**src/rtl/cdt_pkg.sv**
```systemverilog
// Shared constants and types for the corner dwell trigger.
package cdt_pkg;

   parameter int EDGE_TOLERANCE = 1;     // pixels of slack at each screen edge
   parameter int COOLDOWN_MS    = 1000;  // minimum time between two firings
   parameter int POS_W          = 20;    // signed width for edge arithmetic

   parameter int CSR_IDX_W  = 3;
   parameter int CSR_DATA_W = 16;

   typedef enum logic [CSR_IDX_W-1:0] {
      CSR_ENABLE        = 3'd0,
      CSR_SCREEN_LEFT   = 3'd1,
      CSR_SCREEN_TOP    = 3'd2,
      CSR_SCREEN_WIDTH  = 3'd3,
      CSR_SCREEN_HEIGHT = 3'd4,
      CSR_DWELL_DELAY   = 3'd5,
      CSR_BYPASS_ENABLE = 3'd6,
      CSR_ACTION_MASK   = 3'd7
   } csr_index_type;

   typedef enum logic [2:0] {
      CORNER_NONE = 3'd0,
      CORNER_TL   = 3'd1,
      CORNER_TR   = 3'd2,
      CORNER_BL   = 3'd3,
      CORNER_BR   = 3'd4
   } corner_type;

endpackage

```
**src/rtl/corner_dwell_trigger.sv**
```systemverilog
// Hot-corner dwell detector: one pointer sample in, one classification result out.
// Path: an accepted req item passes the input register, then the result register, to its rsp item.
// Throughput: one item per cycle while rsp_stall is low; corner/timer state update and result
//   use the same logic (two 32-bit subtracts, compares), so back-to-back items see fresh state.
// Reset (synchronous, active high): pipeline empty, corner none, timers and marks zero,
//   configuration to enable=1, screen 1920x1080 at origin, dwell 300 ms, bypass on, no actions.
module corner_dwell_trigger
   import cdt_pkg::*;
(
   input  logic                  clock,
   input  logic                  reset,
   // sample channel
   input  logic                  req_valid,
   output logic                  req_stall,
   input  logic signed [15:0]    req_cursor_x,
   input  logic signed [15:0]    req_cursor_y,
   input  logic                  req_cursor_valid,
   input  logic                  req_fullscreen_block,
   input  logic [31:0]           req_now_ms,
   // result channel
   output logic                  rsp_valid,
   input  logic                  rsp_stall,
   output logic                  rsp_fire,
   output logic                  rsp_silenced,
   output logic [2:0]            rsp_corner,
   // configuration writes
   input  logic                  csr_wr_en,
   input  logic [CSR_IDX_W-1:0]  csr_index,
   input  logic [CSR_DATA_W-1:0] csr_wdata
);

   localparam logic signed [POS_W-1:0] TOL      = POS_W'(EDGE_TOLERANCE);
   localparam logic        [31:0]      COOLDOWN = 32'(COOLDOWN_MS);

   // ---------------------------------------------------------------
   // Configuration registers
   // ---------------------------------------------------------------
   logic               cfg_enable_ff;
   logic signed [15:0] cfg_left_ff;
   logic signed [15:0] cfg_top_ff;
   logic [14:0]        cfg_width_ff;
   logic [14:0]        cfg_height_ff;
   logic [15:0]        cfg_dwell_ff;
   logic               cfg_bypass_ff;
   logic [3:0]         cfg_mask_ff;

   always_ff @(posedge clock) begin
      if (reset) begin
         cfg_enable_ff <= 1'b1;
         cfg_left_ff   <= '0;
         cfg_top_ff    <= '0;
         cfg_width_ff  <= 15'd1920;
         cfg_height_ff <= 15'd1080;
         cfg_dwell_ff  <= 16'd300;
         cfg_bypass_ff <= 1'b1;
         cfg_mask_ff   <= '0;
      end else if (csr_wr_en) begin
         unique case (csr_index_type'(csr_index))
            CSR_ENABLE:        cfg_enable_ff <= csr_wdata[0];
            CSR_SCREEN_LEFT:   cfg_left_ff   <= csr_wdata;
            CSR_SCREEN_TOP:    cfg_top_ff    <= csr_wdata;
            CSR_SCREEN_WIDTH:  cfg_width_ff  <= csr_wdata[14:0];
            CSR_SCREEN_HEIGHT: cfg_height_ff <= csr_wdata[14:0];
            CSR_DWELL_DELAY:   cfg_dwell_ff  <= csr_wdata;
            CSR_BYPASS_ENABLE: cfg_bypass_ff <= csr_wdata[0];
            CSR_ACTION_MASK:   cfg_mask_ff   <= csr_wdata[3:0];
            default: ;
         endcase
      end
   end

   // ---------------------------------------------------------------
   // Handshake: the input register moves forward whenever the result
   // register is empty or being drained this cycle.
   // ---------------------------------------------------------------
   logic        in_valid_ff;
   logic signed [15:0] x_ff, y_ff;
   logic        cvalid_ff;
   logic        block_ff;
   logic [31:0] now_ff;

   logic rsp_valid_ff;
   logic rsp_fire_ff, rsp_silenced_ff;
   logic [2:0] rsp_corner_ff;

   logic advance;   // stage 1 item may move into the result register
   logic load_in;   // input register takes a new item

   assign advance   = !rsp_valid_ff || !rsp_stall;
   assign req_stall = in_valid_ff && !advance;
   assign load_in   = req_valid && !req_stall;

   always_ff @(posedge clock) begin
      if (reset) begin
         in_valid_ff <= 1'b0;
      end else if (load_in) begin
         in_valid_ff <= 1'b1;
      end else if (advance) begin
         in_valid_ff <= 1'b0;
      end
   end

   // payload, no reset needed
   always_ff @(posedge clock) begin
      if (load_in) begin
         x_ff      <= req_cursor_x;
         y_ff      <= req_cursor_y;
         cvalid_ff <= req_cursor_valid;
         block_ff  <= req_fullscreen_block;
         now_ff    <= req_now_ms;
      end
   end

   // ---------------------------------------------------------------
   // Corner classification
   // ---------------------------------------------------------------
   logic signed [POS_W-1:0] left_s, top_s, width_s, height_s, x_s, y_s;
   logic signed [POS_W-1:0] right_lim, bottom_lim;
   logic at_left, at_right, at_top, at_bottom;
   corner_type det_corner;

   always_comb begin
      left_s   = {{(POS_W-16){cfg_left_ff[15]}}, cfg_left_ff};
      top_s    = {{(POS_W-16){cfg_top_ff[15]}}, cfg_top_ff};
      width_s  = {{(POS_W-15){1'b0}}, cfg_width_ff};
      height_s = {{(POS_W-15){1'b0}}, cfg_height_ff};
      x_s      = {{(POS_W-16){x_ff[15]}}, x_ff};
      y_s      = {{(POS_W-16){y_ff[15]}}, y_ff};

      // right/bottom = edge + size - 1, then pull in by the tolerance
      right_lim  = left_s + width_s - POS_W'(1) - TOL;
      bottom_lim = top_s + height_s - POS_W'(1) - TOL;

      at_left   = x_s <= left_s + TOL;
      at_right  = x_s >= right_lim;
      at_top    = y_s <= top_s + TOL;
      at_bottom = y_s >= bottom_lim;

      // TL wins over TR, BL, BR on tiny screens
      if (at_left && at_top)          det_corner = CORNER_TL;
      else if (at_right && at_top)    det_corner = CORNER_TR;
      else if (at_left && at_bottom)  det_corner = CORNER_BL;
      else if (at_right && at_bottom) det_corner = CORNER_BR;
      else                            det_corner = CORNER_NONE;
   end

   // ---------------------------------------------------------------
   // Dwell / cooldown decision
   // ---------------------------------------------------------------
   corner_type  corner_ff, corner_in;
   logic [31:0] enter_ff, enter_in;
   logic        done_ff, done_in;
   logic [31:0] last_fire_ff, last_fire_in;
   logic        fired_before_ff, fired_before_in;

   logic        fire_in, silenced_in;
   logic [31:0] elapsed, since_fire;
   logic        has_action, cool;

   always_comb begin
      elapsed    = now_ff - enter_ff;
      since_fire = now_ff - last_fire_ff;
      cool       = !fired_before_ff || (since_fire >= COOLDOWN);

      case (corner_ff)
         CORNER_TL: has_action = cfg_mask_ff[0];
         CORNER_TR: has_action = cfg_mask_ff[1];
         CORNER_BL: has_action = cfg_mask_ff[2];
         CORNER_BR: has_action = cfg_mask_ff[3];
         default:   has_action = 1'b0;
      endcase

      corner_in       = corner_ff;
      enter_in        = enter_ff;
      done_in         = done_ff;
      last_fire_in    = last_fire_ff;
      fired_before_in = fired_before_ff;
      fire_in         = 1'b0;
      silenced_in     = 1'b0;

      if (cfg_enable_ff && cvalid_ff) begin
         if (det_corner != corner_ff) begin
            // new corner: restart the dwell timer
            corner_in = det_corner;
            enter_in  = now_ff;
            done_in   = 1'b0;
         end else if (corner_ff != CORNER_NONE && !done_ff
                      && elapsed >= {16'd0, cfg_dwell_ff}) begin
            if (cfg_bypass_ff && block_ff) begin
               done_in     = 1'b1;
               silenced_in = 1'b1;
            end else if (cool && has_action) begin
               fire_in         = 1'b1;
               done_in         = 1'b1;
               last_fire_in    = now_ff;
               fired_before_in = 1'b1;
            end
            // otherwise the mark stays clear and the test repeats next sample
         end
      end
   end

   logic step;   // stage 1 item is processed this cycle
   assign step = in_valid_ff && advance;

   always_ff @(posedge clock) begin
      if (reset) begin
         corner_ff       <= CORNER_NONE;
         enter_ff        <= '0;
         done_ff         <= 1'b0;
         last_fire_ff    <= '0;
         fired_before_ff <= 1'b0;
         rsp_valid_ff    <= 1'b0;
      end else begin
         if (step) begin
            corner_ff       <= corner_in;
            enter_ff        <= enter_in;
            done_ff         <= done_in;
            last_fire_ff    <= last_fire_in;
            fired_before_ff <= fired_before_in;
            rsp_valid_ff    <= 1'b1;
         end else if (!rsp_stall) begin
            rsp_valid_ff <= 1'b0;
         end
      end
   end

   always_ff @(posedge clock) begin
      if (step) begin
         rsp_fire_ff     <= fire_in;
         rsp_silenced_ff <= silenced_in;
         rsp_corner_ff   <= corner_in;
      end
   end

   assign rsp_valid    = rsp_valid_ff;
   assign rsp_fire     = rsp_fire_ff;
   assign rsp_silenced = rsp_silenced_ff;
   assign rsp_corner   = rsp_corner_ff;

endmodule

```
**config.mk**
```make
export PLATFORM = sky130hd
export DESIGN_NAME = corner_dwell_trigger
export DESIGN_NICKNAME = d
export VERILOG_FILES = /design/src/rtl/cdt_pkg.sv /design/src/rtl/corner_dwell_trigger.sv
export SDC_FILE = /design/constraint.sdc
export NUM_CORES = 1
export LEC_CHECK = 0
export ABC_AREA = 0
export BUFFER_PORTS_ARGS = -buffer_cell sky130_fd_sc_hd__buf_4
export CAP_MARGIN = 20
export CORE_UTILIZATION = 40
export CTS_CLUSTER_SIZE = 8
export DETAILED_ROUTE_END_ITERATION = 12
export SYNTH_ARGS = -nofsm -noshare
export SYNTH_HDL_FRONTEND = slang
export SYNTH_SLANG_ARGS = --single-unit
```
**constraint.sdc**
```tcl
create_clock -name clock -period 7.43 [get_ports clock]
set_input_delay 2.229 -clock clock [delete_from_list [all_inputs] [get_ports clock]]
set_output_delay 2.229 -clock clock [all_outputs]
set_load 0.05 [all_outputs]
```
==> metrics <==
Num Clock Sinks=226; Filler Cells Inserted=about 4,000; PD cells=just under 200 mW/mm2; post-CTS setup buffers=0; setup TNS=0 ns; PostCTS Resize Cnt=0; largest net degree at the start of global routing=78; arrival time at the worst endpoint=slightly above 7 ns; Syn Inst Count=approximately 2,000; Detailed Place HPWL=32.8 mm; Root Driver=clkbuf_16; Residual DRC=0; max_cap viols=0; Least-Margin Pin Slew=1.06 ns; Synth area leader=dfxtp_1; layout cells sized above 1=0.0847; die height=a little over 200 um; total wire length=42.0 mm; io pins=97; final worst path period share=0.910; syn nets=between 2,000 and 2,500; Starting Density=0.407; Final Wtd Congestion=0.864; sequential area share after synthesis=0.321; vias per inst=between 5 and 6; f_max=around 150 MHz; CTS max path bufs=3; Reg clk slew, reported paths=roughly 0.050 ns; Post-synth EDFFs=71; peak per-stage delay on the critical path=roughly 0.50 ns; min cycle time layout=just under 7 ns; CP most frequent cell=a21oi_1; die width=204 um; via count=13,800; gr usage total=0.203; gr ovfl total=0; RSZ-0062 raised after global routing=false; wire length per cell=16.1 um; Layout Nets=about 2,400; Hold Path Class=reg2reg; Crit Path Category=reg2reg; Synth Flop Type=dfxtp_1; Buffers on Ports=between 90 and 100; Die Area=approximately 0.042 mm2; final max-slew violation count=0; crit start category=flip-flop; area delta synth->final=13.6%; hold buffer count at CTS=0; DR iter-0 viols=just over 800; Non-Filler Instances=approximately 2,600; CTS buffer count=35; CP Capture Type=flip-flop; Power Total=approximately 3.6 mW; Yosys cell types=85; H-tree depth=2; final hold vios=0; Syn Area/Cell=8.22 um2; # setup viols final=0; CTS tree=done; drt pass-1 iters=5; vias in the first global route=13,400; post-route clock skew=about 0.016 ns; Pleak=approximately 7.4 nW; ranking of synthesized cells by area=dfxtp_1, ha_1, edfxtp_1; first-pass GRT wire length=a little under 70 mm; relative slew slack=0.290; synthesis-stage register bit count=226; YS warnings=0; Cell Area, Synth=around 0.016 mm2; Async SR Flop Fraction=0; hold slack final=0.453 ns; later-pin clock latency in the skew report=between 0.5 and 0.6 ns; Placed Cells=2,547; Synth top area share=0.190; antenna violations before repair=0; Core ar.=0.0400 mm2; antenna violation net count after detailed routing=0; # rows=73; critical path peak fanout=25; VDD IR max=approximately 0.15 mV; status=finished clean; slowest CP cell=and4_2; required time of the critical path=slightly below 8 ns
==> worst paths after layout <==
| kind | from | endpoint | slack, ns | depth (start not counted) |
|---|---|---|---|---|
| min | cfg_top_ff[15]$_SDFFE_PP0P_ | cfg_top_ff[15]$_SDFFE_PP0P_ | 0.45 | 2 |
| max reg2reg | cfg_top_ff[1]$_SDFFE_PP0P_ | last_fire_ff[11]$_SDFFE_PP0P_ | 0.67 | 29 |
| min reg2reg | cfg_top_ff[15]$_SDFFE_PP0P_ | cfg_top_ff[15]$_SDFFE_PP0P_ | 0.45 | 2 |
| max | cfg_top_ff[1]$_SDFFE_PP0P_ | last_fire_ff[11]$_SDFFE_PP0P_ | 0.67 | 29 |
==> flip-flops by register name, summed over array words and instances (netlist names), 3 cells and up <==
| signal | cells |
|---|---|
| cfg_dwell_ff | 16 |
| cfg_height_ff | 15 |
| cfg_left_ff | 16 |
| cfg_mask_ff | 4 |
| cfg_top_ff | 16 |
| cfg_width_ff | 15 |
| corner_ff | 3 |
| enter_ff | 32 |
| last_fire_ff | 32 |
| now_ff | 32 |
| rsp_corner | 3 |
| x_ff | 16 |
| y_ff | 16 |
==> cells in the final DEF (no fill, tap or decap), drive strengths merged, types with 17 or more instances in the layout <==
master,count
clkbuf,53
o21ai,70
xor2,28
inv,236
a21oi,240
mux2i,44
xnor2,67
edfxtp,71
o21bai,17
dfxtp,155
nand2,304
nor3,25
a211oi,20
o211ai,24
o21a,22
nand4,27
a21o,23
buf,107
ha,212
nand3,35
nor2,110
==> power breakdown <==
group / internal (mW) / leakage [nW] / total (mW) / switching [mW]
combinational: 0.329 / 4.98 / 0.801 / 0.472
sequential: 1.32 / 1.95 / 1.36 / 0.0376
clock: 0.912 / 0.489 / 1.48 / 0.565
==> metal layers <==
metal	part of all wire	wire length, um	global-route usage	vias to the layer above
li1	-	-	-	7062
met1	0.47	19800	0.265	6404
met2	0.46	19300	0.340	256
met3	0.039	1640	0.0236	66
met4	0.030	1280	0.0795	0
met5	0	0	0	-
==> per-stage QoR <==
step	instance area, um2	setup slack [ns]	util
6_report	18500	0.669	0.463
5_1_grt	18500	0.171	0.463
4_1_cts	18500	0.692	0.463
3_5_place_dp	17500	0.771	0.437
3_3_place_gp	17500	0.921	0.437
2_1_floorplan	16300	1.35	-
==> area by class of cell <==
type                            count  area (um2)  share of cell area
Multi-Input combinational cell   1452        9880               0.534
Timing Repair Buffer              107         836              0.0452
Clock inverter                      2        13.8            0.000744
Inverter                          237         890              0.0481
Tap cell                          525         657              0.0355
Sequential cell                   226        5240               0.283
Clock buffer                       53         996              0.0538
Antenna cell                        1        2.50            0.000135
==> cells by family (layout without fill, tap and decap cells) <==
logic type	Yosys count	after routing	share of synthesized area
adder cells (fa/ha/maj)	216	216	0.168
AO/OA/AOI/OAI	501	501	0.194
AND/OR/NAND/NOR	592	592	0.163
other	0	1	0
buffers and inverters	304	399	0.0737
flip-flops	226	226	0.321
multiplexers	48	48	0.0298
XOR/XNOR	95	95	0.0510
==> critical path: cells and delay by family, from the launching register on <==
family / cells / cell delay, ns
DFF: 1 / 0.36
buffers and inverters: 4 / 0.58
xor gates and xnor gates: 1 / 0.18
AOI/OAI and AO/OA: 12 / 2.41
muxes: 1 / 0.22
and+or+nand+nor: 7 / 1.76
adders and majority gates: 4 / 1.15
==> Yosys cell counts, types with 6 or more instances <==
cell,number
nand2_1,304
a21oi_1,238
inv_1,235
ha_1,212
dfxtp_1,155
nor2_1,110
edfxtp_1,71
xnor2_1,67
clkbuf_1,59
o21ai_0,58
mux2i_1,44
nand3_1,35
xor2_1,28
nand4_1,27
nor3_1,25
o211ai_1,24
a21o_1,22
o21a_1,22
a211oi_1,19
o21bai_1,17
and3_1,15
nor2b_1,14
nor4_1,12
o21ai_1,10
a31oi_1,9
nand2b_1,9
and2_1,8
and4_1,8
or3_1,8
a41oi_1,6
o2111ai_1,6
(Power assumes the default switching activity.)
